File: config.mk
export PLATFORM = sky130hd
export DESIGN_NAME = segment_cache_lru_lookup_top
export DESIGN_NICKNAME = d
export VERILOG_FILES = /design/src/sclru_pkg.sv /design/src/sclru_ctrl.sv /design/src/sclru_datapath.sv /design/src/segment_cache_lru_lookup_top.sv
export SDC_FILE = /design/constraint.sdc
export NUM_CORES = 2
export LEC_CHECK = 0
export BUFFER_PORTS_ARGS = -buffer_cell sky130_fd_sc_hd__buf_4
export CORE_MARGIN = 4
export CORE_UTILIZATION = 37
export CTS_BUF_LIST = sky130_fd_sc_hd__clkbuf_4 sky130_fd_sc_hd__clkbuf_8
export DETAILED_ROUTE_END_ITERATION = 10
export GPL_TIMING_DRIVEN = 0
export MAX_ROUTING_LAYER = met4
export PLACE_DENSITY = 0.56
export SYNTH_ARGS = -nofsm -noshare
export SYNTH_HDL_FRONTEND = slang
export SYNTH_SLANG_ARGS = --single-unit
File: constraint.sdc
create_clock -name clock -period 12.75 [get_ports clock]
set_input_delay 0.6375 -clock clock [delete_from_list [all_inputs] [get_ports clock]]
set_output_delay 0.6375 -clock clock [all_outputs]
set_load 0.02 [all_outputs]
File: src/sclru_pkg.sv
package sclru_pkg;

   localparam int SLOTS_DEFAULT         = 8;
   localparam int SEGMENT_SHIFT_DEFAULT = 12;
   localparam int OFFSET_BITS_DEFAULT   = 32;

   // request codes
   typedef enum logic [1:0] {
      REQ_LOOKUP     = 2'd0,
      REQ_INVALIDATE = 2'd1,
      REQ_LOAD_FAIL  = 2'd2
   } req_code_type;

   // response status codes
   typedef enum logic [1:0] {
      RSP_HIT         = 2'd0,
      RSP_MISS        = 2'd1,
      RSP_INVALIDATED = 2'd2,
      RSP_CLEARED     = 2'd3
   } rsp_code_type;

   typedef struct packed {
      logic [1:0]  req_type;
      logic [31:0] offset;
      logic [2:0]  slot;
   } req_item_type;

   typedef struct packed {
      logic [1:0]  status;
      logic [2:0]  slot_index;
      logic [31:0] segment_base;
      logic        evicted_valid;
      logic [31:0] evicted_base;
   } rsp_item_type;

   typedef enum logic [2:0] {
      CS_IDLE,
      CS_COMPARE,
      CS_SCAN,
      CS_SCAN_END,
      CS_COMMIT
   } ctrl_state_type;

   typedef struct packed {
      logic capture;
      logic compare;
      logic scan_step;
      logic commit;
   } ctrl_cmd_type;

   typedef struct packed {
      logic hit;
      logic any_empty;
      logic scan_last;
      logic out_free;
   } dp_status_type;

endpackage

File: src/sclru_ctrl.sv
module sclru_ctrl (
   input  logic                     clock,
   input  logic                     reset,
   input  logic                     req_valid,
   input  logic [1:0]               req_kind,
   output logic                     req_ready,
   input  sclru_pkg::dp_status_type status,
   output sclru_pkg::ctrl_cmd_type  cmd
);

   sclru_pkg::ctrl_state_type state_ff;
   sclru_pkg::ctrl_state_type state_in;

   always_ff @(posedge clock) begin
      if (reset) begin
         state_ff <= sclru_pkg::CS_IDLE;
      end else begin
         state_ff <= state_in;
      end
   end

   always_comb begin
      state_in      = state_ff;
      req_ready     = 1'b0;
      cmd           = '0;
      case (state_ff)
         sclru_pkg::CS_IDLE: begin
            req_ready = 1'b1;
            if (req_valid) begin
               cmd.capture = 1'b1;
               case (req_kind)
                  sclru_pkg::REQ_LOOKUP:     state_in = sclru_pkg::CS_COMPARE;
                  sclru_pkg::REQ_INVALIDATE: state_in = sclru_pkg::CS_COMMIT;
                  sclru_pkg::REQ_LOAD_FAIL:  state_in = sclru_pkg::CS_COMMIT;
                  default:                   state_in = sclru_pkg::CS_IDLE;
               endcase
            end
         end
         sclru_pkg::CS_COMPARE: begin
            cmd.compare = 1'b1;
            if (status.hit || status.any_empty) begin
               state_in = sclru_pkg::CS_COMMIT;
            end else begin
               state_in = sclru_pkg::CS_SCAN;
            end
         end
         sclru_pkg::CS_SCAN: begin
            cmd.scan_step = 1'b1;
            if (status.scan_last) begin
               state_in = sclru_pkg::CS_SCAN_END;
            end
         end
         sclru_pkg::CS_SCAN_END: begin
            state_in = sclru_pkg::CS_COMMIT;
         end
         sclru_pkg::CS_COMMIT: begin
            if (status.out_free) begin
               cmd.commit = 1'b1;
               state_in   = sclru_pkg::CS_IDLE;
            end
         end
         default: begin
            state_in = sclru_pkg::CS_IDLE;
         end
      endcase
   end

endmodule

File: src/sclru_datapath.sv
module sclru_datapath #(
   parameter int SLOTS         = sclru_pkg::SLOTS_DEFAULT,
   parameter int SEGMENT_SHIFT = sclru_pkg::SEGMENT_SHIFT_DEFAULT,
   parameter int OFFSET_BITS   = sclru_pkg::OFFSET_BITS_DEFAULT
) (
   input  logic                     clock,
   input  logic                     reset,
   input  sclru_pkg::req_item_type  req,
   input  sclru_pkg::ctrl_cmd_type  cmd,
   output sclru_pkg::dp_status_type status,
   output logic                     rsp_valid,
   input  logic                     rsp_ready,
   output sclru_pkg::rsp_item_type  rsp
);

   localparam int IW  = $clog2(SLOTS);
   localparam int EFF = (OFFSET_BITS < 32) ? OFFSET_BITS : 32;
   localparam int TW  = (EFF > SEGMENT_SHIFT) ? (EFF - SEGMENT_SHIFT) : 1;
   localparam logic [31:0] OFF_MASK = 32'((64'd1 << EFF) - 64'd1);
   localparam logic [31:0] SEG_MASK = ~32'((64'd1 << SEGMENT_SHIFT) - 64'd1);

   sclru_pkg::req_item_type req_ff;
   sclru_pkg::rsp_item_type rsp_ff;
   sclru_pkg::rsp_item_type rsp_in;
   logic                    rsp_valid_ff;

   logic [SLOTS-1:0] valid_ff;
   logic [SLOTS-1:0] known_ff;
   logic [TW-1:0]    tag_ff [SLOTS];
   logic [63:0]      stamp_mem [SLOTS];
   logic [63:0]      counter_ff;
   logic [63:0]      counter_in;

   logic [IW-1:0] victim_ff;
   logic          hit_ff;
   logic [IW-1:0] scan_ff;
   logic [IW-1:0] rd_idx_ff;
   logic [63:0]   rd_data_ff;
   logic          rd_known_ff;
   logic          rd_live_ff;
   logic [63:0]   min_ff;
   logic [63:0]   rd_val;

   logic [31:0]   base;
   logic [TW-1:0] tag_q;
   logic [SLOTS-1:0] match;
   logic [IW-1:0] hit_idx;
   logic [IW-1:0] empty_idx;
   logic          clr_in_range;
   logic [IW-1:0] clr_idx;

   assign base         = req_ff.offset & OFF_MASK & SEG_MASK;
   assign tag_q        = TW'(base >> SEGMENT_SHIFT);
   assign counter_in   = counter_ff + 64'd1;
   assign rd_val       = rd_known_ff ? rd_data_ff : 64'd0;
   assign clr_in_range = (int'(req_ff.slot) < SLOTS);
   assign clr_idx      = IW'(req_ff.slot);

   // parallel tag compare, lowest slot wins
   always_comb begin
      hit_idx   = '0;
      empty_idx = '0;
      for (int i = SLOTS - 1; i >= 0; i--) begin
         match[i] = valid_ff[i] && (tag_ff[i] == tag_q);
         if (match[i]) begin
            hit_idx = IW'(i);
         end
         if (!valid_ff[i]) begin
            empty_idx = IW'(i);
         end
      end
   end

   assign status.hit       = |match;
   assign status.any_empty = ~&valid_ff;
   assign status.scan_last = (scan_ff == IW'(SLOTS - 1));
   assign status.out_free  = !rsp_valid_ff || rsp_ready;

   always_comb begin
      rsp_in = '0;
      case (req_ff.req_type)
         sclru_pkg::REQ_LOOKUP: begin
            rsp_in.status       = hit_ff ? sclru_pkg::RSP_HIT : sclru_pkg::RSP_MISS;
            rsp_in.slot_index   = 3'(victim_ff);
            rsp_in.segment_base = base;
            if (!hit_ff && valid_ff[victim_ff]) begin
               rsp_in.evicted_valid = 1'b1;
               rsp_in.evicted_base  = 32'(64'(tag_ff[victim_ff]) << SEGMENT_SHIFT);
            end
         end
         sclru_pkg::REQ_INVALIDATE: begin
            rsp_in.status     = sclru_pkg::RSP_INVALIDATED;
            rsp_in.slot_index = req_ff.slot;
         end
         sclru_pkg::REQ_LOAD_FAIL: begin
            rsp_in.status     = sclru_pkg::RSP_CLEARED;
            rsp_in.slot_index = req_ff.slot;
         end
         default: begin
            rsp_in = '0;
         end
      endcase
   end

   // control state
   always_ff @(posedge clock) begin
      if (reset) begin
         valid_ff     <= '0;
         known_ff     <= '0;
         counter_ff   <= '0;
         rsp_valid_ff <= 1'b0;
         rd_live_ff   <= 1'b0;
      end else begin
         rd_live_ff <= cmd.scan_step;
         if (cmd.commit) begin
            rsp_valid_ff <= 1'b1;
         end else if (rsp_ready) begin
            rsp_valid_ff <= 1'b0;
         end
         if (cmd.commit) begin
            case (req_ff.req_type)
               sclru_pkg::REQ_LOOKUP: begin
                  counter_ff          <= counter_in;
                  known_ff[victim_ff] <= 1'b1;
                  valid_ff[victim_ff] <= 1'b1;
               end
               sclru_pkg::REQ_INVALIDATE: begin
                  valid_ff <= '0;
               end
               sclru_pkg::REQ_LOAD_FAIL: begin
                  if (clr_in_range) begin
                     valid_ff[clr_idx] <= 1'b0;
                     known_ff[clr_idx] <= 1'b0;
                  end
               end
               default: begin
                  counter_ff <= counter_ff;
               end
            endcase
         end
      end
   end

   // payload
   always_ff @(posedge clock) begin
      if (cmd.capture) begin
         req_ff <= req;
      end
      if (cmd.compare) begin
         hit_ff    <= |match;
         victim_ff <= (|match) ? hit_idx : empty_idx;
         scan_ff   <= '0;
      end
      if (cmd.scan_step) begin
         scan_ff   <= scan_ff + IW'(1);
         rd_idx_ff <= scan_ff;
         rd_known_ff <= known_ff[scan_ff];
      end
      // running oldest stamp, strict compare keeps the lowest slot
      if (rd_live_ff && ((rd_idx_ff == '0) || (rd_val < min_ff))) begin
         min_ff    <= rd_val;
         victim_ff <= rd_idx_ff;
      end
      if (cmd.commit) begin
         rsp_ff <= rsp_in;
         if (req_ff.req_type == sclru_pkg::REQ_LOOKUP && !hit_ff) begin
            tag_ff[victim_ff] <= tag_q;
         end
         if (req_ff.req_type == sclru_pkg::REQ_LOAD_FAIL && clr_in_range) begin
            tag_ff[clr_idx] <= '0;
         end
      end
   end

   // stamp memory, one write and one read port
   always_ff @(posedge clock) begin
      if (cmd.commit && req_ff.req_type == sclru_pkg::REQ_LOOKUP) begin
         stamp_mem[victim_ff] <= counter_in;
      end
      if (cmd.scan_step) begin
         rd_data_ff <= stamp_mem[scan_ff];
      end
   end

   assign rsp_valid = rsp_valid_ff;
   assign rsp       = rsp_ff;

endmodule

File: src/segment_cache_lru_lookup_top.sv
// tag and replacement store of a fully associative segment cache with lru victim
// choice. one request is worked on at a time; a request is taken only while the
// controller is idle, and its result sits in an output register so the next
// request may be taken while that result still waits. a lookup that hits, or that
// misses with an empty slot free, goes from the compare state to the commit state,
// which writes its result into the output register. a miss with every slot valid
// walks the stamp memory through its single read port, one slot a cycle, then
// passes the scan end state before the commit. invalidate and load-failure
// requests go straight to the commit state. a result still held by the receiver
// holds the next request at its final step until the output register frees. stamp
// memory entries that were never written, or whose slot was cleared, read as zero
// via per-slot known bits, so no clearing pass follows reset. request code 3 is
// taken and dropped with no result, and the controller stays idle.
module segment_cache_lru_lookup_top #(
   parameter int SLOTS         = sclru_pkg::SLOTS_DEFAULT,
   parameter int SEGMENT_SHIFT = sclru_pkg::SEGMENT_SHIFT_DEFAULT,
   parameter int OFFSET_BITS   = sclru_pkg::OFFSET_BITS_DEFAULT
) (
   input  logic                    clock,
   input  logic                    reset,
   input  logic                    req_valid,
   output logic                    req_ready,
   input  sclru_pkg::req_item_type req,
   output logic                    rsp_valid,
   input  logic                    rsp_ready,
   output sclru_pkg::rsp_item_type rsp
);

   // command and status between controller and datapath
   sclru_pkg::ctrl_cmd_type  cmd;
   sclru_pkg::dp_status_type status;

   sclru_ctrl u_ctrl (
      .clock     (clock),
      .reset     (reset),
      .req_valid (req_valid),
      .req_kind  (req.req_type),
      .req_ready (req_ready),
      .status    (status),
      .cmd       (cmd)
   );

   // tag compare, victim scan, stamp memory and result register
   sclru_datapath #(
      .SLOTS         (SLOTS),
      .SEGMENT_SHIFT (SEGMENT_SHIFT),
      .OFFSET_BITS   (OFFSET_BITS)
   ) u_datapath (
      .clock     (clock),
      .reset     (reset),
      .req       (req),
      .cmd       (cmd),
      .status    (status),
      .rsp_valid (rsp_valid),
      .rsp_ready (rsp_ready),
      .rsp       (rsp)
   );

   // a lookup transfer keeps the block busy in the next cycle
   a_lookup_busy : assert property (@(posedge clock) disable iff (reset)
      (req_valid && req_ready && req.req_type == sclru_pkg::REQ_LOOKUP) |=> !req_ready)
      else $error("lookup transfer not followed by a busy cycle");

   // a miss never evicts the segment it is about to load
   a_evict_differs : assert property (@(posedge clock) disable iff (reset)
      (rsp_valid && rsp.status == sclru_pkg::RSP_MISS && rsp.evicted_valid)
         |-> (rsp.evicted_base != rsp.segment_base))
      else $error("evicted base equals the missed segment base");

   // a hit evicts nothing
   a_hit_no_evict : assert property (@(posedge clock) disable iff (reset)
      (rsp_valid && rsp.status == sclru_pkg::RSP_HIT)
         |-> (!rsp.evicted_valid && rsp.evicted_base == 32'd0))
      else $error("hit reports an eviction");

endmodule
==> qor.txt <==
status - finished clean
first-pass GRT wire length - 154 mm
die width - 343 µm
FP Rows - 122
Gate Count Post-Synth - 2580
Final ANT Viol Nets - 0
YS warnings - 0
Multi-input gate area - 0.0124 mm²
Worst setup EP type - flop
met2 GRT Util - 28.8%
flops & latches, synth - 970
crit-path max cell delay - 1170 ps
CP Cell Sequence - clkbuf_1, clkbuf_1, and2_1, ha_1, a21oi_1, o21ai_0, a221oi_1, o2111ai_1, nor4_1, or3b_2, clkbuf_4, buf_12
DRC - 0
Worst VDD drop - 86.0 µV
cell family with most CP delay - buffers and inverters
Initial Util - 37.4%
total gr overflow - 0
Critical Path Most Common Cell - clkbuf_1
slew at the pin closest to its max-slew limit - 1400 ps
CORE AREA - 0.111 mm²
syn avg cell area - 16.1 µm²
Die Area - 0.117 mm²
CP max stage cell - nor4_1
Post-Route WL - 104 mm
Yosys top cell area share - 63.9%
final core occ - 43.3%
clk_skew - 51.1 ps
asr flop ratio synth - 0%
postcts setup bufs - 0
maxcap violations - 0
GRT Overall Usage - 18.3%
crit path DAT - 7180 ps
crit path buf inv count - 4
latest clock arrival within the worst-skew pair - 830 ps
Top Ports - 113
Fin Hold WS - 142 ps
HPWL Detailed - 67.0 mm
Slew Limit Fails - 0
relative slew slack - 5.71%
RePlAce Congestion - 0.870
Routed wire per std cell - 23.1 µm
Final Hold Fails - 0
Clk pin slew, worst setup/hold paths - 60 ps
GRT met1 Usage - 23.9%
post-CTS sizing - 0
Clock Path Buffers - 3
GRT Max-Usage Layer - met2
Iter 0 DRT Violations - 2112
Fillers - 9866
Required @ worst endpoint - 13230 ps
post-synthesis sequential area ratio - 68.1%
grt met3 use - 3.74%
post-synthesis cell area - 0.0415 mm²
clk sinks - 970
share of layout cells above drive strength 1 - 22.1%
total power - 6.49 mW
Finish-stage setup viols - 0
vias in the first global route - 24085
maximum clock rate - 0.149 GHz
crit path time final - 6710 ps
initial antenna violation count - 5
Hold Crit Class - primary input to flop
Vias/cell - 5.13
pin count of the biggest net entering global routing - 45
leading area contributor after synthesis - edfxtp_1
Yosys cell types - 65
area taken by flip-flops and latches - 0.0282 mm²
Area Overhead vs Synth - 15.8%
root buf cell - clkbuf_8
CTS Hold Bufs - 25
Period Utilization, post-route - 52.6%
setup TNS - 0 ps
number of H-tree levels - 4
final net count - 2996
Port Buffer Count - 75
RSZ-0062 raised after global routing - no
critical path startpoint category - flop
Initial DRT Pass Iterations - 5
TritonCTS clock tree - yes
ranking of synthesized cells by area - edfxtp_1, mux4_2, dfxtp_1
total leakage power - 14.9 nW
CP max FO - 39
pwr dens - 135 mW/mm²
Die Y - 343 µm
Vias - 23137
kind of critical path - flop to flop
Post-synth EDFFs - 882
number of buffers created by CTS - 159
Synth Flop Type - edfxtp_1
## synth_stat cells (6+ instances only)
master,count
edfxtp_1,882
xnor2_1,188
mux4_2,170
nor2_1,153
nand2_1,116
and2_1,113
clkbuf_1,102
dfxtp_1,88
xor2_1,87
inv_1,84
ha_1,72
a21oi_1,71
mux2_2,65
nand4_1,57
nand3_1,48
o21ai_0,41
buf_4,27
and3_1,26
mux2i_1,24
nor3_1,21
nor4_1,21
buf_1,13
or3_1,11
nand2b_1,10
nor2b_1,9
and4_1,7
o31ai_1,7
a21o_1,6
## layer usage
| metal | routed length (µm) | up-vias |
|---|---|---|
| li1 | - | 10376 |
| met1 | 45100 | 11800 |
| met2 | 49700 | 765 |
| met4 | 3050 | 0 |
| met5 | 0 | - |
| met3 | 6070 | 196 |
## report_power, final
part	leakage, nW	switching, mW	internal (mW)	total (mW)
Sequential	7.84	0.00848	3.46	3.47
Combinational	5.27	0.142	0.0818	0.224
Clock	1.76	1.25	1.55	2.80
## sequential cells by signal, summed over array words and instances (netlist names), 2 cells and up, named ones only
register	cells
u_datapath.rd_idx_ff	3
u_ctrl.state_ff	3
u_datapath.clr_idx	3
u_datapath.min_ff	64
u_datapath.rd_data_ff	64
u_datapath.tag_ff	160
u_datapath.scan_ff	3
u_datapath.valid_ff	8
u_datapath.stamp_mem	512
u_datapath.victim_ff	3
u_datapath.base	20
u_datapath.req_ff	2
u_datapath.rsp	46
u_datapath.counter_ff	64
u_datapath.known_ff	8
## kinds of logic after synthesis
logic type	Yosys count	share of synthesized area [%]
mux	259	11.6
flops	970	68.1
fa+ha+maj	72	2.17
other cells	1	0.00904
simple gates	612	7.69
compound gates	159	2.24
buf+inv	232	2.38
xor+xnor	275	5.81
## worst register-to-register path: cells and delay by family (launching register included)
kind | cells | cell delay (ps)
buf+inv | 4 | 2610
flops | 1 | 320
simple gates | 3 | 1730
compound gates | 4 | 1380
fa+ha+maj | 1 | 270
## path summary, 6_finish.rpt
| path | startpoint | endpoint | slack, ps | cells past startpoint |
|---|---|---|---|---|
| hold / removal | rsp_ready | u_datapath.rsp_valid$_SDFFE_PP0P_ | 140 | 3 |
| setup / recovery | u_datapath.rd_known_ff$_DFFE_PP_ | u_datapath.min_ff[23]$_DFFE_PP_ | 6040 | 12 |
| hold reg to reg | u_datapath.known_ff[7]$_SDFFE_PP0P_ | u_datapath.known_ff[7]$_SDFFE_PP0P_ | 490 | 2 |
| setup reg to reg | u_datapath.rd_known_ff$_DFFE_PP_ | u_datapath.min_ff[23]$_DFFE_PP_ | 6040 | 12 |
## layout make-up
class | count | area share [%]
Antenna cell | 3 | 0.0156
Buffer | 148 | 1.41
Clock buffer | 225 | 5.76
Clock inverter | 69 | 1.12
Inverter | 84 | 0.662
Multi-Input combinational cell | 1401 | 25.9
Sequential cell | 970 | 58.8
Tap cell | 1488 | 3.88
Timing Repair Buffer | 119 | 2.43
## metrics by stage
step	cell area (µm²)	worst slack, ps	std cells
finish	48000	6040	4507
global route	48000	5810	4506
CTS	48000	6120	4504
detailed placement	44400	6160	4185
global placement	44000	-255	4166
floorplan	41600	6420	2603
## layout by cell type, fill, tap and decap left out, types with 24 or more instances in the layout
cell,count
and2_1,112
edfxtp_1,882
ha_1,72
xor2_1,87
inv_1,83
clkbuf_4,54
mux4_2,170
dfxtp_1,88
o21ai_0,41
clkbuf_1,100
dlygate4sd3_1,25
nor2_1,145
nand2_1,116
xnor2_1,188
mux2_2,65
a21oi_1,71
conb_1,24
clkinv_1,30
clkbuf_8,172
nand4_1,57
mux2i_1,24
nand3_1,48
buf_4,104
Note: power is estimated with default switching activity, not from simulation.
